--- src/ssf_pkg.sv ---
// Package for the stiff string finite-difference step core.
// Holds sizes, register indexes, state codes and control structs.
// No dependencies.
`timescale 1ns / 1ps

package ssf_pkg;

    localparam int MAX_POINTS   = 256;
    localparam int MIN_POINTS   = 4;
    localparam int GRID_DEPTH   = MAX_POINTS + 1;
    localparam int ADDR_W       = $clog2(GRID_DEPTH);
    localparam int NUM_GRIDS    = 3;
    localparam int SAMPLE_WIDTH = 32;
    localparam int DATA_W       = 32;
    localparam int POS_W        = 16;
    localparam int GAIN_W       = 32;
    localparam int CFG_INDEX_W  = 3;
    localparam int CFG_DATA_W   = 32;
    localparam int FRAC_BITS    = 28;
    localparam int GAIN_FRAC    = 16;
    localparam int OP_W         = DATA_W + 1;
    localparam int PROD_W       = 2 * OP_W;
    localparam int ACC_W        = PROD_W + 1;

    localparam logic [ADDR_W-1:0] GRID_POINTS_RST = ADDR_W'(64);
    localparam logic [GAIN_W-1:0] OUTPUT_GAIN_RST = GAIN_W'(65536);

    typedef enum logic [CFG_INDEX_W-1:0] {
        CFG_GRID_POINTS      = 3'd0,
        CFG_COEF_CENTER_NOW  = 3'd1,
        CFG_COEF_NEAR_NOW    = 3'd2,
        CFG_COEF_FAR_NOW     = 3'd3,
        CFG_COEF_CENTER_PREV = 3'd4,
        CFG_COEF_NEAR_PREV   = 3'd5,
        CFG_OUTPUT_GAIN      = 3'd6
    } cfg_reg_t;

    typedef logic [1:0] grid_sel_t;
    localparam grid_sel_t GRID_A = 2'd0;
    localparam grid_sel_t GRID_B = 2'd1;
    localparam grid_sel_t GRID_C = 2'd2;

    typedef enum logic [3:0] {
        S_CLEAR,
        S_IDLE,
        S_POS_MUL,
        S_POS_CAP,
        S_FETCH,
        S_LOAD,
        S_MAC,
        S_DRAIN,
        S_WRITE,
        S_END,
        S_OUT_MUL,
        S_OUT_RND
    } seq_state_t;

    // one product per tap of the stencil
    typedef enum logic [2:0] {
        TAP_CC,
        TAP_CN_L,
        TAP_CN_R,
        TAP_CF_L,
        TAP_CF_R,
        TAP_PC,
        TAP_PN_L,
        TAP_PN_R
    } tap_t;

    typedef struct packed {
        logic        [ADDR_W-1:0] grid_points;
        logic signed [DATA_W-1:0] coef_center_now;
        logic signed [DATA_W-1:0] coef_near_now;
        logic signed [DATA_W-1:0] coef_far_now;
        logic signed [DATA_W-1:0] coef_center_prev;
        logic signed [DATA_W-1:0] coef_near_prev;
        logic        [GAIN_W-1:0] output_gain;
    } cfg_t;

    typedef struct packed {
        logic                     wr_all;
        logic                     wr_new;
        logic        [ADDR_W-1:0] wr_addr;
        logic signed [DATA_W-1:0] wr_data;
        logic        [ADDR_W-1:0] fetch_addr;
    } mem_ctrl_t;

    typedef struct packed {
        logic mul_en;
        logic acc_clr;
        logic acc_add;
    } mac_ctrl_t;

endpackage

--- src/ssf_mac.sv ---
// Shared multiplier with accumulator, stencil rounding and output scaling.
// Depends on ssf_pkg.
`timescale 1ns / 1ps

module ssf_mac import ssf_pkg::*; (
    input  logic                           clk,
    input  mac_ctrl_t                      ctrl,
    input  logic signed [OP_W-1:0]         op_a,
    input  logic signed [OP_W-1:0]         op_b,
    output logic signed [PROD_W-1:0]       product,
    output logic signed [DATA_W-1:0]       stencil_res,
    output logic signed [SAMPLE_WIDTH-1:0] sample_res
);

    localparam logic signed [ACC_W-1:0] ACC_HALF =
        {{(ACC_W-FRAC_BITS){1'b0}}, 1'b1, {(FRAC_BITS-1){1'b0}}};
    localparam logic signed [ACC_W-1:0] STEN_MAX =
        {{(ACC_W-DATA_W+1){1'b0}}, {(DATA_W-1){1'b1}}};
    localparam logic signed [ACC_W-1:0] STEN_MIN =
        {{(ACC_W-DATA_W+1){1'b1}}, {(DATA_W-1){1'b0}}};
    localparam logic signed [PROD_W-1:0] PROD_HALF =
        {{(PROD_W-GAIN_FRAC){1'b0}}, 1'b1, {(GAIN_FRAC-1){1'b0}}};
    localparam logic signed [PROD_W-1:0] SMP_MAX =
        {{(PROD_W-SAMPLE_WIDTH+1){1'b0}}, {(SAMPLE_WIDTH-1){1'b1}}};
    localparam logic signed [PROD_W-1:0] SMP_MIN =
        {{(PROD_W-SAMPLE_WIDTH+1){1'b1}}, {(SAMPLE_WIDTH-1){1'b0}}};

    logic signed [PROD_W-1:0] product_reg;
    logic signed [ACC_W-1:0]  acc_reg;
    logic signed [ACC_W-1:0]  acc_sum;
    logic signed [ACC_W-1:0]  acc_q;
    logic signed [PROD_W-1:0] prod_sum;
    logic signed [PROD_W-1:0] prod_q;

    always_ff @(posedge clk)
    begin
        if (ctrl.mul_en)
        begin
            product_reg <= op_a * op_b;
        end
        if (ctrl.acc_clr)
        begin
            acc_reg <= '0;
        end
        else if (ctrl.acc_add)
        begin
            acc_reg <= acc_reg + {product_reg[PROD_W-1], product_reg};
        end
    end

    // round half up, then saturate
    always_comb
    begin
        acc_sum = acc_reg + ACC_HALF;
        acc_q   = acc_sum >>> FRAC_BITS;
        if (acc_q > STEN_MAX)
        begin
            stencil_res = STEN_MAX[DATA_W-1:0];
        end
        else if (acc_q < STEN_MIN)
        begin
            stencil_res = STEN_MIN[DATA_W-1:0];
        end
        else
        begin
            stencil_res = acc_q[DATA_W-1:0];
        end

        prod_sum = product_reg + PROD_HALF;
        prod_q   = prod_sum >>> GAIN_FRAC;
        if (prod_q > SMP_MAX)
        begin
            sample_res = SMP_MAX[SAMPLE_WIDTH-1:0];
        end
        else if (prod_q < SMP_MIN)
        begin
            sample_res = SMP_MIN[SAMPLE_WIDTH-1:0];
        end
        else
        begin
            sample_res = prod_q[SAMPLE_WIDTH-1:0];
        end
    end

    assign product = product_reg;

endmodule

--- config.mk ---
export PLATFORM = sky130hd
export DESIGN_NAME = ssf_mac
export DESIGN_NICKNAME = d
export VERILOG_FILES = /design/src/ssf_pkg.sv /design/src/ssf_mac.sv
export SDC_FILE = /design/constraint.sdc
export NUM_CORES = 2
export LEC_CHECK = 0
export BUFFER_PORTS_ARGS = -buffer_cell sky130_fd_sc_hd__buf_2
export CAP_MARGIN = 40
export CORE_MARGIN = 5
export CORE_UTILIZATION = 60
export CTS_CLUSTER_SIZE = 14
export DETAILED_ROUTE_END_ITERATION = 7
export HOLD_SLACK_MARGIN = 0.12
export MAX_ROUTING_LAYER = met4
export PLACE_DENSITY = 0.75
export SETUP_SLACK_MARGIN = 0.05
export SYNTH_ARGS = -nofsm -noshare
export SYNTH_HDL_FRONTEND = slang
export SYNTH_SLANG_ARGS = --single-unit
--- constraint.sdc ---
create_clock -name clk -period 28.2 [get_ports clk]
set_input_delay 5.64 -clock clk [delete_from_list [all_inputs] [get_ports clk]]
set_output_delay 5.64 -clock clk [all_outputs]
set_load 0.005 [all_outputs]
# Word level (Yosys, flattened, before mapping)
# Cells that the tools add are included.
# W data, S select, Z words.
word_totals:
  inputBits: 70
  regBits: 133
  word_cells: 14
  output_inout_bits: 130
classes:
  muxes: 4
  n_mul: 1
  n_lt_le_gt_ge: 4
  add_sub_neg: 3
op_table:
  columns: ["cell", "count"]
  rows:
  - ["$mux W32", 4]
  - ["$add A67 B29 Y67 const B", 1]
  - ["$add A67 B67 Y67", 1]
  - ["$add A66 B17 Y66 const B", 1]
  - ["$mul A33 B33 Y66", 1]
  - ["$gt A50 B32 Y1 const B", 1]
  - ["$lt A50 B32 Y1 const B", 1]
  - ["$gt A39 B32 Y1 const B", 1]
  - ["$lt A39 B32 Y1 const B", 1]

# Depth between registers and ports, before layout
logic_depth:
  depth_word: 4
  mapped_depth: 29
  mapped_depth_nobuf: 28

# Worst setup path before layout
# Ideal clock, no wire load.
synth_timing:
  kind: "input to register"
  start: "input port op_a[32]"
  end: "register product_reg[64], in the netlist product[64], data pin"
  setup_ns: 0.272
  path_stages: 25
  arrival_time_ns: 13.666
  t_required_ns: 27.928
  slack_ns: 14.262
  n_path_buf: 1
  cell_sequence: "clkbuf_1 > nand2_1 > inv_1 > fa_1 > inv_1 > fa_1 > inv_1 > fa_1 > fa_1 > inv_1 > fa_1 > fa_1 > fa_1 > inv_1 > fa_1 > ha_1 > nand3_1 > nor3_1 > and2_1 > nand2_1 > o2111ai_2 > a21oi_2 > o31ai_4 > nor4bb_1 > or4_1"
synth_between:
  elab_chain_cells: 1
synth_lines:
  columns: ["element", "line", "source"]
  rows:
  - ["start, declared", "ssf_mac.sv:8", "input logic signed [OP_W-1:0] op_a,"]
  - ["$mul A33 B33 Y66", "ssf_mac.sv:39", "product_reg <= op_a * op_b;"]
  - ["end signal, assigned", "ssf_mac.sv:39", null]
  - ["end, declared", "ssf_mac.sv:28", "logic signed [PROD_W-1:0] product_reg;"]
# No other way between the ends.
# A chain may end at the register's enable or synchronous reset.

# Worst setup path in the final report
# Ends and elaborated chain as after synthesis.

==> metrics.txt <==
# TYPE chip_impl_metric gauge
chip_impl_info{name="outcome",value="finished clean"} 1
chip_impl_metric{name="slew_violations",unit=""} 0
chip_impl_metric{name="clkSinkCount",unit=""} 133
chip_impl_metric{name="final_antenna_net_count",unit=""} 0
chip_impl_metric{name="worst-slew-pin-transition",unit="ns"} 0.986
chip_impl_info{name="synth.largest_area_cell",value="fa_1"} 1
chip_impl_info{name="critical_path.endpoint_type",value="register"} 1
chip_impl_metric{name="coreArea",unit="sq um"} 81800
chip_impl_info{name="crit_path_top_delay_cell",value="fa_1"} 1
chip_impl_metric{name="cp.buffers_inverters",unit=""} 6
chip_impl_metric{name="synth-edff-count",unit=""} 66
chip_impl_metric{name="route.detailed.vias_per_inst",unit=""} 5.74
chip_impl_metric{name="cts-root-to-sink-buffers",unit=""} 2
chip_impl_info{name="critical_path.startpoint",value="op_a[32]"} 1
chip_impl_metric{name="die_h",unit="um"} 297
chip_impl_info{name="critical-path-top-cell-by-count",value="fa_1"} 1
chip_impl_metric{name="total_cts_buffers",unit=""} 17
chip_impl_metric{name="grt_max_degree",unit=""} 67
chip_impl_info{name="criticalPathCategory",value="in2reg"} 1
chip_impl_metric{name="die_area",unit="sq um"} 88100
chip_impl_metric{name="crit_required",unit="ns"} 28.38
chip_impl_metric{name="buffer_ports.inserted",unit=""} 199
chip_impl_metric{name="first_global_vias",unit=""} 40524
chip_impl_metric{name="post-cts-setup-buffer-count",unit=""} 0
chip_impl_metric{name="yosys_warnings",unit=""} 0
chip_impl_metric{name="finalWorstPathRequiredPeriod",unit="ns"} 13.92
chip_impl_info{name="layout_common_cells",value="inv_1, fa_1, nand2_1"} 1
chip_impl_info{name="rsz0062_at_grt",value="false"} 1
chip_impl_metric{name="pin_count",unit=""} 200
chip_impl_metric{name="cp_slowest_stage_delay",unit="ns"} 0.88
chip_impl_info{name="critical_path.reg2reg.startpoint",value="product[0]"} 1
chip_impl_metric{name="count_of_mapped_cells_out_of_synthesis",unit=""} 5476
chip_impl_info{name="cts_root_buf",value="clkbuf_16"} 1
chip_impl_metric{name="first_pass_iters",unit=""} 7
chip_impl_metric{name="setup-tns-final",unit="ns"} 0
chip_impl_metric{name="critical_path_peak_fanout",unit=""} 33
chip_impl_info{name="hold_startpoint",value="acc_reg[9]"} 1
chip_impl_metric{name="grt_pass1_wl",unit="um"} 224000
chip_impl_metric{name="area_growth_syn_to_layout",unit="%"} 4.76
chip_impl_metric{name="final.setup_skew",unit="ns"} 0.0197
chip_impl_metric{name="postPlaceCellArea",unit="sq um"} 51100
chip_impl_metric{name="cts_htree_levels",unit=""} 4
chip_impl_metric{name="clk_latency",unit="ns"} 0.45
chip_impl_metric{name="antenna_violations_before_repair",unit=""} 3
chip_impl_metric{name="dieWidth",unit="um"} 297
chip_impl_metric{name="num_rows",unit=""} 105
chip_impl_info{name="critical_path.top_delay_family",value="adder cells"} 1
chip_impl_metric{name="timing.final.crit_share",unit=""} 0.494
chip_impl_metric{name="setup-violations-final",unit=""} 0
chip_impl_metric{name="finalHoldWorstSlack",unit="ns"} 0.505
chip_impl_metric{name="max-slew-margin-rel",unit=""} 0.343
chip_impl_metric{name="hpwl",unit="um"} 107000
chip_impl_metric{name="synth_area_per_cell",unit="sq um"} 9.02
chip_impl_metric{name="avgRoutedWirePerCell",unit="um"} 21.2
chip_impl_info{name="synthTopCellsByArea",value="fa_1, inv_1, ha_1"} 1
chip_impl_metric{name="final_area",unit="sq um"} 51700
chip_impl_metric{name="drc",unit=""} 0
chip_impl_metric{name="finalHoldViolations",unit=""} 0
chip_impl_metric{name="synth_cell_types",unit=""} 89
chip_impl_metric{name="cts.hold.buffers_added",unit=""} 0
chip_impl_metric{name="drive_above_1_share",unit=""} 0.0593
chip_impl_metric{name="share_of_flip_flops_with_an_asynchronous_set_or_reset",unit=""} 0
chip_impl_metric{name="worst_ep_arrival_time",unit="ns"} 14.10
chip_impl_metric{name="layout.nets",unit=""} 6968
chip_impl_info{name="cts_tree",value="done"} 1
chip_impl_metric{name="routability_driven_placement_congestion_ratio",unit=""} 0.959
chip_impl_metric{name="timing.fmax",unit="MHz"} 71.8
chip_impl_metric{name="flop_and_latch_count_out_of_synthesis",unit=""} 133
chip_impl_info{name="hold_path.class",value="reg2reg"} 1
chip_impl_metric{name="netlist.area_leader.share",unit=""} 0.465
chip_impl_metric{name="groute.usage.overall",unit=""} 0.331
chip_impl_metric{name="syn_nets",unit=""} 6977
chip_impl_metric{name="initial_standard_cell_utilization_of_the_core",unit=""} 0.603
chip_impl_info{name="synth-main-ff-cell",value="dfxtp_1"} 1
chip_impl_metric{name="drt_iter0_drc",unit=""} 3144
chip_impl_metric{name="max_cap_viol_count",unit=""} 0
chip_impl_metric{name="worst_setup_hold_path_clk_slew",unit="ns"} 0.07
chip_impl_metric{name="largest_register_ff_count",unit=""} 67
chip_impl_info{name="worstSetupStartpointType",value="input pin"} 1
chip_impl_metric{name="synth-seq-area-share",unit=""} 0.0673
chip_impl_metric{name="synth_area",unit="sq um"} 49400
chip_impl_metric{name="cts_resized",unit=""} 0
chip_impl_info{name="layout_commonest_cell",value="inv_1"} 1
chip_impl_metric{name="grt_residual_overflow",unit=""} 0
chip_impl_metric{name="route.vias.total",unit=""} 37651
chip_impl_metric{name="routed_wl",unit="um"} 139000
[tightest hold or removal path, stage by stage (launching register included)]
cell	delay, ns
dfxtp_1	0.34
a21oi_1	0.07
nor2_1	0.07
[per-stage QoR]
stage	cells	worst slack, ns	utilization
after floorplan	5476	14.26	-
after global placement	6507	13.28	0.622
after global routing	6552	13.80	0.632
after detailed placement	6516	13.80	0.624
final	6554	14.28	0.632
after CTS	6548	14.28	0.631
[kinds of logic (layout without fill, tap and decap cells)]
kind of cell | Yosys count | after routing | synth area share
flops | 133 | 133 | 0.0673
fa+ha+maj | 1431 | 1431 | 0.537
buf+inv | 1467 | 1471 | 0.112
xor+xnor | 187 | 187 | 0.0332
simple gates | 1666 | 1666 | 0.170
mux | 42 | 42 | 0.00864
other cells | 0 | 4 | 0
compound gates | 550 | 550 | 0.0720
[synth_stat cells, drive strengths merged (22+ instances only)]
library cell	instances
a21o	69
xor2	63
nand4	46
nand3	60
o21ai	112
a21oi	182
ha	285
fa	1146
nor3	42
nand2	658
and2	562
and3	22
o21bai	27
mux2i	37
nor2	174
clkbuf	241
inv	1205
xnor2	124
dfxtp	67
edfxtp	66
[final cells by class]
cell class	instances	area, sq um
multi-input combinational	3876	40500
fill	6842	30100
inverter	1205	4520
sequential	133	3320
timing repair buffer	234	1390
tap	1070	1340
clock buffer	17	425
clock inverter	15	189
antenna	4	10.0
[layer usage]
layer | part of all wire | track usage
met5 | 0 | -
met4 | 0.024 | 0.0814
met3 | 0.13 | 0.110
met2 | 0.44 | 0.495
met1 | 0.40 | 0.442
[final timing paths]
path	end	cells past startpoint	slack, ns
worst max-delay path	product[64]	25	14.28
worst min register to register	acc_reg[9]	2	0.51
worst min-delay path	acc_reg[9]	2	0.51
worst max register to register	acc_reg[66]	13	24.16
Power is left out: the tool's default activity adds up to more than one toggle a clock period on the data nets, which glitch-free logic cannot reach.
