$ cat src/ssf_pkg.sv
// Package for the stiff string finite-difference step core.
// Holds sizes, register indexes, state codes and control structs.
// No dependencies.
`timescale 1ns / 1ps

package ssf_pkg;

    localparam int MAX_POINTS   = 256;
    localparam int MIN_POINTS   = 4;
    localparam int GRID_DEPTH   = MAX_POINTS + 1;
    localparam int ADDR_W       = $clog2(GRID_DEPTH);
    localparam int NUM_GRIDS    = 3;
    localparam int SAMPLE_WIDTH = 32;
    localparam int DATA_W       = 32;
    localparam int POS_W        = 16;
    localparam int GAIN_W       = 32;
    localparam int CFG_INDEX_W  = 3;
    localparam int CFG_DATA_W   = 32;
    localparam int FRAC_BITS    = 28;
    localparam int GAIN_FRAC    = 16;
    localparam int OP_W         = DATA_W + 1;
    localparam int PROD_W       = 2 * OP_W;
    localparam int ACC_W        = PROD_W + 1;

    localparam logic [ADDR_W-1:0] GRID_POINTS_RST = ADDR_W'(64);
    localparam logic [GAIN_W-1:0] OUTPUT_GAIN_RST = GAIN_W'(65536);

    typedef enum logic [CFG_INDEX_W-1:0] {
        CFG_GRID_POINTS      = 3'd0,
        CFG_COEF_CENTER_NOW  = 3'd1,
        CFG_COEF_NEAR_NOW    = 3'd2,
        CFG_COEF_FAR_NOW     = 3'd3,
        CFG_COEF_CENTER_PREV = 3'd4,
        CFG_COEF_NEAR_PREV   = 3'd5,
        CFG_OUTPUT_GAIN      = 3'd6
    } cfg_reg_t;

    typedef logic [1:0] grid_sel_t;
    localparam grid_sel_t GRID_A = 2'd0;
    localparam grid_sel_t GRID_B = 2'd1;
    localparam grid_sel_t GRID_C = 2'd2;

    typedef enum logic [3:0] {
        S_CLEAR,
        S_IDLE,
        S_POS_MUL,
        S_POS_CAP,
        S_FETCH,
        S_LOAD,
        S_MAC,
        S_DRAIN,
        S_WRITE,
        S_END,
        S_OUT_MUL,
        S_OUT_RND
    } seq_state_t;

    // one product per tap of the stencil
    typedef enum logic [2:0] {
        TAP_CC,
        TAP_CN_L,
        TAP_CN_R,
        TAP_CF_L,
        TAP_CF_R,
        TAP_PC,
        TAP_PN_L,
        TAP_PN_R
    } tap_t;

    typedef struct packed {
        logic        [ADDR_W-1:0] grid_points;
        logic signed [DATA_W-1:0] coef_center_now;
        logic signed [DATA_W-1:0] coef_near_now;
        logic signed [DATA_W-1:0] coef_far_now;
        logic signed [DATA_W-1:0] coef_center_prev;
        logic signed [DATA_W-1:0] coef_near_prev;
        logic        [GAIN_W-1:0] output_gain;
    } cfg_t;

    typedef struct packed {
        logic                     wr_all;
        logic                     wr_new;
        logic        [ADDR_W-1:0] wr_addr;
        logic signed [DATA_W-1:0] wr_data;
        logic        [ADDR_W-1:0] fetch_addr;
    } mem_ctrl_t;

    typedef struct packed {
        logic mul_en;
        logic acc_clr;
        logic acc_add;
    } mac_ctrl_t;

endpackage

$ cat src/ssf_seq.sv
// Sequencer: clearing pass, stencil sweep with a sliding operand window,
// pickup index and output scaling on the shared multiplier.
// Depends on ssf_pkg; drives ssf_mac and the grid memories.
`timescale 1ns / 1ps

module ssf_seq import ssf_pkg::*; (
    input  logic                     clk,
    input  logic                     rst_n,
    input  cfg_t                     cfg,
    input  logic        [ADDR_W-1:0] eff_n,
    input  logic                     in_valid,
    input  logic                     kind,
    input  logic        [POS_W-1:0]  output_position,
    output logic                     in_ready,
    input  logic                     out_valid,
    input  logic                     out_ready,
    output logic                     out_load,
    output logic                     rotate,
    output mem_ctrl_t                mem_ctrl,
    input  logic signed [DATA_W-1:0] cur_rdata,
    input  logic signed [DATA_W-1:0] prv_rdata,
    output mac_ctrl_t                mac_ctrl,
    output logic signed [OP_W-1:0]   op_a,
    output logic signed [OP_W-1:0]   op_b,
    input  logic signed [PROD_W-1:0] product,
    input  logic signed [DATA_W-1:0] stencil_res
);

    localparam int POS_SUM_W = POS_W + ADDR_W + 1;
    localparam logic [POS_SUM_W-1:0] POS_HALF = POS_SUM_W'(1) << (POS_W - 1);
    localparam int PRELOAD   = 3;

    seq_state_t               state_reg, state_next;
    logic        [ADDR_W-1:0] clr_cnt_reg, clr_cnt_next;
    logic        [ADDR_W-1:0] f_reg, f_next;
    logic        [ADDR_W-1:0] l_reg, l_next;
    tap_t                     k_reg, k_next;
    logic        [POS_W-1:0]  pos_reg, pos_next;
    logic        [ADDR_W-1:0] idx_reg, idx_next;
    logic signed [DATA_W-1:0] pick_reg, pick_next;
    logic                     cur_zero_reg, cur_zero_next;
    logic                     prv_zero_reg, prv_zero_next;
    logic signed [DATA_W-1:0] w_cur_reg [5];
    logic signed [DATA_W-1:0] w_cur_next [5];
    logic signed [DATA_W-1:0] w_prv_reg [3];
    logic signed [DATA_W-1:0] w_prv_next [3];

    logic [POS_SUM_W-1:0] pos_sum;
    logic [ADDR_W:0]      pos_rnd;

    always_ff @(posedge clk or negedge rst_n)
    begin
        if (!rst_n)
        begin
            state_reg   <= S_CLEAR;
            clr_cnt_reg <= '0;
        end
        else
        begin
            state_reg   <= state_next;
            clr_cnt_reg <= clr_cnt_next;
        end
    end

    always_ff @(posedge clk)
    begin
        f_reg        <= f_next;
        l_reg        <= l_next;
        k_reg        <= k_next;
        pos_reg      <= pos_next;
        idx_reg      <= idx_next;
        pick_reg     <= pick_next;
        cur_zero_reg <= cur_zero_next;
        prv_zero_reg <= prv_zero_next;
        w_cur_reg    <= w_cur_next;
        w_prv_reg    <= w_prv_next;
    end

    assign pos_sum = {1'b0, product[POS_W+ADDR_W-1:0]} + POS_HALF;
    assign pos_rnd = pos_sum[POS_SUM_W-1:POS_W];

    always_comb
    begin
        state_next    = state_reg;
        clr_cnt_next  = clr_cnt_reg;
        f_next        = f_reg;
        l_next        = l_reg;
        k_next        = k_reg;
        pos_next      = pos_reg;
        idx_next      = idx_reg;
        pick_next     = pick_reg;
        cur_zero_next = cur_zero_reg;
        prv_zero_next = prv_zero_reg;
        w_cur_next    = w_cur_reg;
        w_prv_next    = w_prv_reg;

        in_ready = 1'b0;
        out_load = 1'b0;
        rotate   = 1'b0;
        mem_ctrl = '{wr_all: 1'b0, wr_new: 1'b0, wr_addr: f_reg, wr_data: '0,
                     fetch_addr: f_reg};
        mac_ctrl = '{mul_en: 1'b0, acc_clr: 1'b0, acc_add: 1'b0};
        op_a     = '0;
        op_b     = '0;

        case (state_reg)
            S_CLEAR:
            begin
                mem_ctrl.wr_all  = 1'b1;
                mem_ctrl.wr_addr = clr_cnt_reg;
                clr_cnt_next     = clr_cnt_reg + 1'b1;
                if (clr_cnt_reg == ADDR_W'(GRID_DEPTH - 1))
                begin
                    state_next = S_IDLE;
                end
            end
            S_IDLE:
            begin
                in_ready = 1'b1;
                if (in_valid && !kind)
                begin
                    pos_next   = output_position;
                    pick_next  = '0;
                    l_next     = ADDR_W'(1);
                    f_next     = '0;
                    state_next = S_POS_MUL;
                end
            end
            S_POS_MUL:
            begin
                op_a            = {{(OP_W-POS_W){1'b0}}, pos_reg};
                op_b            = {{(OP_W-ADDR_W){1'b0}}, eff_n};
                mac_ctrl.mul_en = 1'b1;
                state_next      = S_POS_CAP;
            end
            S_POS_CAP:
            begin
                if (pos_rnd > {1'b0, eff_n})
                begin
                    idx_next = eff_n;
                end
                else
                begin
                    idx_next = pos_rnd[ADDR_W-1:0];
                end
                mem_ctrl.wr_new  = 1'b1;
                mem_ctrl.wr_addr = '0;
                for (int i = 0; i < 5; i++)
                begin
                    w_cur_next[i] = '0;
                end
                for (int i = 0; i < 3; i++)
                begin
                    w_prv_next[i] = '0;
                end
                state_next = S_FETCH;
            end
            S_FETCH:
            begin
                cur_zero_next = (f_reg > eff_n);
                prv_zero_next = (f_reg == '0);
                state_next    = S_LOAD;
            end
            S_LOAD:
            begin
                for (int i = 0; i < 4; i++)
                begin
                    w_cur_next[i] = w_cur_reg[i+1];
                end
                w_cur_next[4] = cur_zero_reg ? '0 : cur_rdata;
                w_prv_next[0] = w_prv_reg[1];
                w_prv_next[1] = w_prv_reg[2];
                w_prv_next[2] = prv_zero_reg ? '0 : prv_rdata;
                f_next        = f_reg + 1'b1;
                if (f_reg < ADDR_W'(PRELOAD))
                begin
                    state_next = S_FETCH;
                end
                else
                begin
                    k_next     = TAP_CC;
                    state_next = S_MAC;
                end
            end
            S_MAC:
            begin
                mac_ctrl.mul_en  = 1'b1;
                mac_ctrl.acc_clr = (k_reg == TAP_CC);
                mac_ctrl.acc_add = (k_reg != TAP_CC);
                case (k_reg)
                    TAP_CC:
                    begin
                        op_a = {cfg.coef_center_now[DATA_W-1], cfg.coef_center_now};
                        op_b = {w_cur_reg[2][DATA_W-1], w_cur_reg[2]};
                    end
                    TAP_CN_L:
                    begin
                        op_a = {cfg.coef_near_now[DATA_W-1], cfg.coef_near_now};
                        op_b = {w_cur_reg[1][DATA_W-1], w_cur_reg[1]};
                    end
                    TAP_CN_R:
                    begin
                        op_a = {cfg.coef_near_now[DATA_W-1], cfg.coef_near_now};
                        op_b = {w_cur_reg[3][DATA_W-1], w_cur_reg[3]};
                    end
                    TAP_CF_L:
                    begin
                        op_a = {cfg.coef_far_now[DATA_W-1], cfg.coef_far_now};
                        op_b = {w_cur_reg[0][DATA_W-1], w_cur_reg[0]};
                    end
                    TAP_CF_R:
                    begin
                        op_a = {cfg.coef_far_now[DATA_W-1], cfg.coef_far_now};
                        op_b = {w_cur_reg[4][DATA_W-1], w_cur_reg[4]};
                    end
                    TAP_PC:
                    begin
                        op_a = {cfg.coef_center_prev[DATA_W-1], cfg.coef_center_prev};
                        op_b = {w_prv_reg[1][DATA_W-1], w_prv_reg[1]};
                    end
                    TAP_PN_L:
                    begin
                        op_a = {cfg.coef_near_prev[DATA_W-1], cfg.coef_near_prev};
                        op_b = {w_prv_reg[0][DATA_W-1], w_prv_reg[0]};
                    end
                    TAP_PN_R:
                    begin
                        op_a = {cfg.coef_near_prev[DATA_W-1], cfg.coef_near_prev};
                        op_b = {w_prv_reg[2][DATA_W-1], w_prv_reg[2]};
                    end
                    default:
                    begin
                        op_a = '0;
                        op_b = '0;
                    end
                endcase
                if (k_reg == TAP_PN_R)
                begin
                    state_next = S_DRAIN;
                end
                else
                begin
                    k_next = tap_t'(k_reg + 1'b1);
                end
            end
            S_DRAIN:
            begin
                mac_ctrl.acc_add = 1'b1;
                state_next       = S_WRITE;
            end
            S_WRITE:
            begin
                mem_ctrl.wr_new  = 1'b1;
                mem_ctrl.wr_addr = l_reg;
                mem_ctrl.wr_data = stencil_res;
                if (l_reg == idx_reg)
                begin
                    pick_next = stencil_res;
                end
                l_next = l_reg + 1'b1;
                if (l_reg == eff_n - 1'b1)
                begin
                    state_next = S_END;
                end
                else
                begin
                    state_next = S_FETCH;
                end
            end
            S_END:
            begin
                mem_ctrl.wr_new  = 1'b1;
                mem_ctrl.wr_addr = eff_n;
                state_next       = S_OUT_MUL;
            end
            S_OUT_MUL:
            begin
                op_a            = {pick_reg[DATA_W-1], pick_reg};
                op_b            = {{(OP_W-GAIN_W){1'b0}}, cfg.output_gain};
                mac_ctrl.mul_en = 1'b1;
                state_next      = S_OUT_RND;
            end
            S_OUT_RND:
            begin
                if (!out_valid || out_ready)
                begin
                    out_load   = 1'b1;
                    rotate     = 1'b1;
                    state_next = S_IDLE;
                end
            end
            default:
            begin
                state_next = S_IDLE;
            end
        endcase
    end

endmodule
$ cat config.mk
export PLATFORM = sky130hd
export DESIGN_NAME = ssf_seq
export DESIGN_NICKNAME = d
export VERILOG_FILES = /design/src/ssf_pkg.sv /design/src/ssf_seq.sv
export SDC_FILE = /design/constraint.sdc
export NUM_CORES = 1
export LEC_CHECK = 0
export ABC_AREA = 1
export CORE_MARGIN = 3
export CORE_UTILIZATION = 40
export DETAILED_ROUTE_END_ITERATION = 7
export DONT_BUFFER_PORTS = 1
export GPL_ROUTABILITY_DRIVEN = 0
export PLACE_DENSITY_LB_ADDON = 0.1
export SLEW_MARGIN = 0
export SYNTH_ARGS = -nofsm -noshare
export SYNTH_HDL_FRONTEND = slang
export SYNTH_SLANG_ARGS = --single-unit
$ cat constraint.sdc
create_clock -name clk -period 14.65 [get_ports clk]
set_input_delay 0.7325 -clock clk [delete_from_list [all_inputs] [get_ports clk]]
set_output_delay 0.7325 -clock clk [all_outputs]
set_load 0.005 [all_outputs]
After elaboration in Yosys (flattened, before gate mapping)
Index checks and enable logic that the tools add are counted.
{ "totals": {"register_bits": 349, "in_bits": 394, "out_inout_bits": 124, "word_cells": 114} }
{ "op_classes": {"add_sub_neg": 6, "magnitude_cmp": 3, "eq_ne": 28, "n_mux": 36, "reduce_logical": 23} }
{ "ops": {"columns": ["cell", "n"], "rows": [
  ["160-bit case mux with 2 select lines", 1],
  ["33-bit case mux with 8 select lines", 1],
  ["33-bit case mux with 3 select lines", 2],
  ["96-bit case mux with 2 select lines", 1],
  ["33-bit case mux with 5 select lines", 1],
  ["32-bit 2-to-1 mux", 5],
  ["32-bit case mux with 2 select lines", 1],
  ["4-bit case mux with 12 select lines", 1],
  ["9-bit case mux with 2 select lines", 2],
  ["9-bit case mux with 4 select lines", 1],
  ["9-bit by 1-bit adder with 9-bit output, second input constant", 3],
  ["9-bit 2-to-1 mux", 3],
  ["25-bit by 16-bit adder with 26-bit output, second input constant", 1],
  ["4-bit 2-to-1 mux", 5],
  ["9-bit equality test", 2],
  ["4-bit by 3-bit equality test with 1-bit output, second input constant", 4],
  ["4-bit equality test, second input constant", 4],
  ["2-bit != test, second input constant", 7],
  ["3-bit equality test, second input constant", 4],
  ["10-bit by 9-bit greater-than comparator with 1-bit output", 1],
  ["9-bit equality test, second input constant", 1],
  ["9-bit greater-than comparator", 1],
  ["9-bit zero test", 1],
  ["9-bit by 2-bit less-than comparator with 1-bit output, second input constant", 1],
  ["23 further kinds", 42]
]} }

Depth between registers and ports, before layout
Gate-level depths: netlist of the first run.
{ "depth": {"depth_word": 4, "depth_mapped": 17, "mapped_depth_nobuf": 17} }

Least setup slack after synthesis of the first run
Ideal clock, no wire load.
{ "synth_timing": {"path_type": "reg2reg", "start": "register state_reg[2]", "end": "register w_cur_reg[0] (netlist bit), enable pin", "arrival_ps": 6629, "required_ps": 14021, "setup_slack_ps": 7392, "stages_incl_launch_ff": 7, "cell_sequence": "dfrtp_1 buf_4 nor2_4 inv_1 nor2_1 inv_1 nand2_1"} }
{ "synth_via": {"elab_chain_len": 2, "elab_cells_between_ends": 3, "cone_classes": "2 x eq/ne; 1 x reduce/logical"} }
{ "synth_lines": {"columns": ["item", "line_no", "source"], "rows": [
  ["from (decl)", "ssf_seq.sv:33", "seq_state_t state_reg, state_next;"],
  ["from (signal assigned)", "ssf_seq.sv:60", "state_reg <= state_next;"],
  ["4-bit by 2-bit equality test with 1-bit output or 4-bit by 3-bit equality test with 1-bit output (tied branches)", "ssf_seq.sv:106", "case (state_reg)"],
  ["2-bit nonzero test (no source line) (*)", null, null],
  ["to (signal assigned)", "ssf_seq.sv:75", "w_cur_reg <= w_cur_next;"],
  ["to (decl)", "ssf_seq.sv:43", "logic signed [DATA_W-1:0] w_cur_reg [5];"]
]} }
Mark *: on every way between the ends. The rest lies on a longest branch, timed or not.
A chain may end at the register's enable or synchronous reset.

Worst setup path after layout of the first run
{ "layout_timing": {"start": "register k_reg[2]", "end": "output port op_b[7]"} }
{ "layout_via": {"elab_chain_len": 3, "elab_cells_between_ends": 10, "cone_classes": "7 x eq/ne; 2 x mux; 1 x reduce/logical"} }
{ "layout_lines": {"columns": ["item", "line_no", "source"], "rows": [
  ["from (decl)", "ssf_seq.sv:37", "tap_t k_reg, k_next;"],
  ["from (signal assigned)", "ssf_seq.sv:69", "k_reg <= k_next;"],
  ["3-bit equality test (tied with other cells)", "ssf_seq.sv:190", "case (k_reg)"],
  ["33-bit case mux with 8 select lines (*)", "ssf_seq.sv:190", null],
  ["33-bit case mux with 3 select lines (*)", "ssf_seq.sv:106", null],
  ["to (decl)", "ssf_seq.sv:24", "output logic signed [OP_W-1:0] op_b,"]
]} }
Marks and branches as above.

==> run summary, run 1 <==
The biggest area contributor in the post-synthesis netlist is sky130_fd_sc_hd__edfxtp_1. Traced cell by cell, the critical path runs through inv_2, ha_2, nor3_4, inv_2, o211ai_1, o21ai_0, o211ai_1. The area taken by multi-input logic gates is 0.00613 mm2. The startpoint identified for the worst hold timing path is output_position[8]. After synthesis the cells add up to 0.0185 mm2.

The detailed-route wire length is 58,000 um. The number of cells on the worst reg-to-reg path is 6. The area of all placed cells without fillers is 0.0201 mm2. Adding up every negative setup slack in the final design gives 0 ns. The primary flip-flop cell chosen by synthesis mapping is sky130_fd_sc_hd__edfxtp_1. The count of max-cap constraint violations came out at 0. The number of DRC markers after the initial detailed-route iteration came out at 1,262. The leakage power figure is 8.46 nW.

Setup violations remaining at the end of the flow were counted as 0. The number of core rows came out at 78. In the final layout, flip-flops and latches occupy 0.0104 mm2. The number of synthesis warnings came out at 0. Using the TritonRoute via totals, the vias-per-cell ratio works out to 5.31. The chip width came out at 221 um.

The sequential fraction of the synthesis area came out at 0.564. The area share of the largest cell type after synthesis is 0.547. STA classifies the critical path endpoint as a primary output.

The clock tree from TritonCTS is yes. Clock-pin slew was measured on the worst setup and hold paths at 0.06 ns. Of the cells placed in the final design, the portion with a size suffix greater than 1 is 0.0519. In this run the critical register-to-register path is launched from state_reg[2].

Setup repair after global routing left no endpoint under its margin. The worst hold path belongs to the class in -> reg. The count of endpoints failing hold in the final timing report is 0.

The upper clock frequency limit is 214 MHz. After detailed placement, the total cell area comes to 0.0189 mm2. Once detail routing completed, the nets flagged for antenna violations numbered 0.

At the end of the flow, the number of nets in the layout was 2,443. The total die area came out at 0.0488 mm2. The capture endpoint of the worst hold path is pos_reg[8].

The worst pin sits at a relative slew slack of 0.291. The initial antenna violation count came out at 7. The dominant combinational cell family by area after synthesis is simple AND/OR/NAND/NOR gates.

The mux cell area share after synthesis came out at 0. The first-pass GRT wire length is 85,400 um. The overflow left after global routing is 0. The clock period minus final worst setup slack is 4.67 ns. Among cell families on the critical path, the largest total delay comes from compound AO/OA/AOI/OAI gates. Between clock sinks in the finished design, the worst skew comes to 0.0173 ns. The areal power density over the cells came out at 201 mW/mm2.

After detailed routing, the number of remaining DRC violations is 0. The most common cell in the synthesized netlist is sky130_fd_sc_hd__inv_1. The number of global-route vias before repair came to 13,738. Across all layers, the routed design uses 14,065 vias. The routed length per instance is 21.9 um. The synthesized-area fraction occupied by and/or/nand/nor cells is 0.194. The count of flip-flops with a built-in enable after synthesis came out at 336. The average cell area after synthesis came out at 8.99 um2. The post-synthesis cell type count is 47. The worst-skew pair later-pin latency came out at 0.56 ns. The reg2reg setup slack is 10.98 ns. The register with the most flip-flops in the layout has 160 of them.

The area of the core came out at 0.0455 mm2. The clock root buffer is sky130_fd_sc_hd__clkbuf_16. The slew at the pin closest to its max-slew limit is 1.06 ns. Of the total synthesized cell area, the portion taken by full adders, half adders and majority gates is 0.0210.

For this design, the slowest cell found on the critical path is sky130_fd_sc_hd__ha_2. The largest net degree at the start of global routing is 94. The flow ran to the end, and the final reports show no timing, DRC or antenna violations. The total routing resource utilization after global routing came out at 0.229.

Counting every instance in the synthesized netlist gives 2,053. Along the worst path, the maximum fanout reaches 33. The total clock sinks came out at 349. The HPWL after detailed placement is 39,900 um.

The number of slew-limit violations in the final report came out at 0. Counting along the longest clock path gives a buffer depth of 3. Relative to the synthesized area, the layout overhead comes to 8.91%. Counting the fill cells in the layout gives 4,547. The startpoint-to-endpoint class of the critical path is reg -> out.

The post-synthesis compound-gate area fraction is 0.105. The top-level port count is 518. Sorting the synthesized cells by area gives the leading types as sky130_fd_sc_hd__edfxtp_1 (55%), sky130_fd_sc_hd__inv_1 (7.6%), sky130_fd_sc_hd__nand2_1 (7.4%), sky130_fd_sc_hd__nor2_1 (7.2%), sky130_fd_sc_hd__ha_1 (2.1%).

The synthesized net count came out at 2,478. The H-tree generated during clock tree synthesis spans 2 levels. The number of flip-flops and latches in the synthesized netlist is 349. The worst vdd rail ir drop is 0.0950 mV. The critical path data required time came out at 13.92 ns. The synthesized-area fraction occupied by xor and xnor cells came out at 0.0104.

The largest single stage delay on the critical path is 0.89 ns. In this run the worst setup path begins at k_reg[2]. Counting flops with an async set or reset pin after synthesis yields a share of 0.0372.

The fraction of the cycle the final worst path needs came out at 0.319. The worst register-to-register path ends at w_cur_reg[64]. The total CTS buffers came out at 40. STA puts the critical path data arrival time at 3.94 ns. The number of I/O port buffers came out at 0. The worst setup path is launched from a flip-flop.

The first detailed-routing pass took 6 iterations. The initial core utilization came out at 0.406. The number of buffer and inverter stages on the critical path came out at 2.

The die is 221 um tall. In the synthesized netlist, the cells that appear most often are sky130_fd_sc_hd__inv_1 (374), sky130_fd_sc_hd__nand2_1 (362), sky130_fd_sc_hd__nor2_1 (355). The number of stages on the worst hold path came out at 0.
[worst register-to-register path: cells and delay by family (launching register included)]
family	cells	cell delay [ns]
buffers and inverters	3	1.22
AND/OR/NAND/NOR	3	1.45
flip-flops	1	0.52
[worst max path at each step]
stage | to | cells after the start
after detailed placement | op_b[7] | 7
final | op_b[7] | 7
after global placement | op_b[7] | 7
after floorplan | w_cur_reg[0] | 6
after CTS | op_b[7] | 7
after global routing | op_b[7] | 7
[layout by cell type (no fill, tap or decap), types with 22 or more instances in the layout]
cell type,count
sky130_fd_sc_hd__inv_1,374
sky130_fd_sc_hd__nand2_1,358
sky130_fd_sc_hd__nor2_1,355
sky130_fd_sc_hd__edfxtp_1,336
sky130_fd_sc_hd__a21oi_1,67
sky130_fd_sc_hd__nand3_1,59
sky130_fd_sc_hd__o21ai_0,56
sky130_fd_sc_hd__o22ai_1,41
sky130_fd_sc_hd__clkbuf_16,40
sky130_fd_sc_hd__a22oi_1,38
sky130_fd_sc_hd__o211ai_1,37
sky130_fd_sc_hd__nand4_1,33
sky130_fd_sc_hd__ha_1,30
sky130_fd_sc_hd__a22o_1,22
[power by group]
group / total (mW) / switching [mW] / internal, mW
logic: 1.33 / 1.02 / 0.318
registers: 1.78 / 0.153 / 1.63
clock network: 0.929 / 0.393 / 0.537
total: 4.04 / 1.56 / 2.48
[cell type report]
| cell class | count | area share |
|---|---|---|
| Clock buffer | 52 | 0.0520 |
| Clock inverter | 16 | 0.00691 |
| Multi-Input combinational cell | 1218 | 0.305 |
| Sequential cell | 349 | 0.518 |
| Timing Repair Buffer | 19 | 0.00722 |
| Tap cell | 600 | 0.0373 |
| Inverter | 390 | 0.0728 |
| Antenna cell | 6 | 0.000747 |
[what timing repair did]
action	4_1_cts	5_1_grt
hold endpoints to repair	13	0
resized for setup	0	0
hold buffers	1	0
setup buffers	0	0
[per-stage QoR]
step | worst slack [ns] | power, mW | hold slack, ns | instances | util
after floorplan | 7.39 | 2.80 | 0.437 | 2053 | -
after global placement | 10.42 | 3.11 | 0.439 | 2575 | 0.415
after detailed placement | 10.39 | 3.14 | 0.439 | 2575 | 0.415
after CTS | 9.79 | 4.09 | 0.235 | 2644 | 0.442
after global routing | 9.71 | 4.30 | 0.245 | 2649 | 0.442
final | 9.98 | 4.04 | 0.272 | 2650 | 0.442
[kinds of logic after synthesis]
| kind of cell | Yosys count |
|---|---|
| XOR/XNOR | 22 |
| adder cells (fa/ha/maj) | 31 |
| AND/OR/NAND/NOR | 864 |
| flip-flops | 349 |
| AO/OA/AOI/OAI | 301 |
| buffers and inverters | 486 |
[layer usage]
metal | routed length [um] | track usage | vias up
li1 | - | - | 6692
met1 | 25100 | 0.307 | 6715
met2 | 27000 | 0.370 | 559
met3 | 3770 | 0.0439 | 99
met4 | 2110 | 0.0845 | 0
met5 | 0 | 0 | -
No activity file was read; power rests on OpenSTA's default activity.
==> run 2, diff against run 1 <==
==> constraint.sdc (replaced) <==
create_clock -name clk -period 4.65 [get_ports clk]
set_input_delay 0.2325 -clock clk [delete_from_list [all_inputs] [get_ports clk]]
set_output_delay 0.2325 -clock clk [all_outputs]
set_load 0.005 [all_outputs]
==> run summary, run 2 (synthesized netlist as in run 1, its figures left out) <==
The quantity of hold-fixing buffers added after cts came out at 121 (was 1). Most frequent cells in the layout: sky130_fd_sc_hd__inv_1 (374), sky130_fd_sc_hd__nand2_1 (359), sky130_fd_sc_hd__nor2_1 (355) (was sky130_fd_sc_hd__inv_1 (374), sky130_fd_sc_hd__nand2_1 (358), sky130_fd_sc_hd__nor2_1 (355)). CP cell instances: inv_1, ha_1, nand2_2, inv_2, nor2_1, inv_2, nand2_1, nand3_1, a21oi_1, o211ai_1 (was inv_2, ha_2, nor3_4, inv_2, o211ai_1, o21ai_0, o211ai_1). The number of cells upsized or downsized after cts is 0 (unchanged).

The number of buffers between clock root and the deepest sink is 3 (unchanged). The post-route core utilization was 0.471 (was 0.442). The most frequent standard cell in the layout excluding fill and tap cells is sky130_fd_sc_hd__inv_1 (unchanged). The upper clock frequency limit came out at 251 MHz. The post-CTS setup buffer count came out at 0 (unchanged). The final worst clock skew came out at 0.0160 ns (was 0.0173 ns). The total half-perimeter wirelength after legalization and detailed placement is 39,800 um (was 39,900 um).

The count of max-cap constraint violations is 0 (unchanged). The number of core rows is 78 (unchanged). The via total after detailed routing is 14,806 (was 14,065). The areal power density over the cells came out at 607 mW/mm2 (was 201 mW/mm2). The slew at the pin closest to its max-slew limit is 1.14 ns (was 1.06 ns).

The launch point of the worst path is k_reg[0] (was k_reg[2]). The type of origin of the critical path is a flip-flop (unchanged). The chip width was 221 um (unchanged). The critical path data required time came out at 4.42 ns (was 13.92 ns).

The fraction of final layout cells sized beyond drive strength 1 is 0.0552 (was 0.0519). The number of vias per cell after detailed routing is 5.33 (was 5.31). The slowest library cell on the worst path is sky130_fd_sc_hd__inv_2 (was sky130_fd_sc_hd__ha_2).

The number of DRC markers after the initial detailed-route iteration came out at 1,344 (was 1,262). The clock root buffer is sky130_fd_sc_hd__clkbuf_16 (unchanged). The detailed-route wire length is 59,000 um (was 58,000 um). The total CTS buffers is 40 (unchanged). The final net count came out at 2,569 (was 2,443). The die extent in y is 221 um (unchanged). The worst vdd rail ir drop came out at 0.368 mV (was 0.0950 mV). The total routing resource utilization after global routing is 0.233 (was 0.229).

The worst slew margin relative to its limit came out at 0.236 (was 0.291). The worst hold-check path type is in -> reg (unchanged). The initial antenna violation count is 3 (was 7). The worst-skew pair later-pin latency is 0.56 ns (about the same). The total negative slack is 0 ns (unchanged). The area of the core came out at 0.0455 mm2 (unchanged).

The layout overhead on the synthesized area came out at 16.0% (was 8.91%). The critical path endpoint category was a primary output (unchanged). The total clock sinks came out at 349 (unchanged). For the finished layout, the period the worst path requires is 3.99 ns.

The count of endpoints failing hold in the final timing report came out at 0 (unchanged). The fraction of the cycle the final worst path needs came out at 0.858. The delay contributed by the slowest stage of the critical path came to 0.51 ns (was 0.89 ns). The first-pass GRT wire length is 87,900 um (was 85,400 um). The top-level port count is 518 (unchanged).

The data arrival at the endpoint of the critical path came out at 3.76 ns (was 3.94 ns). The total die area came out at 0.0488 mm2 (unchanged). The number of fill cells in the layout is 4,392 (was 4,547). The clock tree from TritonCTS is yes (unchanged). The number of I/O port buffers came out at 0 (unchanged).

The count of antenna-violating nets left after detailed routing is 0 (unchanged). Unrepaired setup endpoints after global routing: no (unchanged). The origin of the worst min-delay path is product[22] (was output_position[8]). The most numerous cell type found on the critical path is sky130_fd_sc_hd__inv_2.

The highest fanout seen on the critical path came out at 32 (was 33). The number of design rule violations left after detail routing is 0 (unchanged). The reg-to-reg critical path startpoint is state_reg[2] (unchanged).

The first-pass iteration count of the detailed router came out at 5 (was 6). The number of slew-limit violations in the final report is 0 (unchanged). The routed length per instance came out at 21.3 um (was 21.9 um). The total setup violations reported at the end of the flow came to 0 (unchanged). The startpoint-to-endpoint class of the critical path is reg -> out (unchanged).

The flip-flop count of the largest register after layout is 160 (unchanged). The leakage power figure is 9.03 nW (was 8.46 nW). The largest net degree at the start of global routing is 195 (was 94).

Outcome: complete, no violations (unchanged). The number of global-route vias before repair came out at 14,629 (was 13,738). The clock-pin transition on the worst setup and hold timing paths came out at 0.06 ns (about the same). The initial core utilization is 0.406 (unchanged). The overflow left after global routing was 0 (unchanged). The H-tree depth came out at 2 (unchanged).
[run 2: through the flow]
stage | power [mW] | setup slack, ns | area (um2) | hold slack [ns] | instances
final | 13.0 | 0.660 | 21400 | 0.0335 | 2776
after global routing | 13.8 | 0.392 | 21400 | 0.0198 | 2775
after CTS | 13.1 | 0.683 | 21400 | 0.00509 | 2774
after detailed placement | 10.0 | 1.28 | 19000 | -0.0605 | 2581
after global placement | 9.89 | 1.37 | 19000 | -0.0606 | 2581
after floorplan | 8.53 | 0.800 | 18500 | -0.0631 | 2053
[run 2: final cells by class]
class / count / area [um2] / area share
Antenna cell: 2 / 5.00 / 0.000234
Timing Repair Buffer: 145 / 1430 / 0.0667
Tap cell: 600 / 751 / 0.0351
Multi-Input combinational cell: 1218 / 6140 / 0.286
Sequential cell: 349 / 10400 / 0.486
Clock buffer: 47 / 1030 / 0.0480
Inverter: 390 / 1460 / 0.0684
Clock inverter: 25 / 190 / 0.00888
[run 2: worst paths after layout]
check | endpoint | slack, ns | cells past startpoint
max | op_a[2] | 0.66 | 10
min in group asynchronous | clr_cnt_reg[1] | 0.16 | 1
min | idx_reg[6] | 0.03 | 4
max in group asynchronous | state_reg[1] | 4.05 | 1
min reg2reg | clr_cnt_reg[8] | 0.51 | 1
max reg2reg | w_cur_reg[109] | 2.08 | 7
[run 2: where the power goes]
group	switching [mW]	internal [mW]	leakage [nW]
combinational	3.26	1.15	5.07
sequential	0.483	5.11	3.37
clock	1.30	1.70	0.593
total	5.04	7.95	9.03
[run 2: metal layers]
layer | global-route usage | vias to the layer above | part of all wire
li1 | - | 6953 | -
met1 | 0.304 | 7055 | 0.42
met2 | 0.373 | 646 | 0.46
met3 | 0.0517 | 150 | 0.074
met4 | 0.106 | 2 | 0.048
met5 | 0 | - | 0.00022
[run 2: worst max-delay path: cells and delay by family (launching register included)]
family	cells	cell delay, ns
buf+inv	3	1.10
simple gates	4	0.90
compound gates	2	0.52
flops	1	0.44
fa+ha+maj	1	0.22
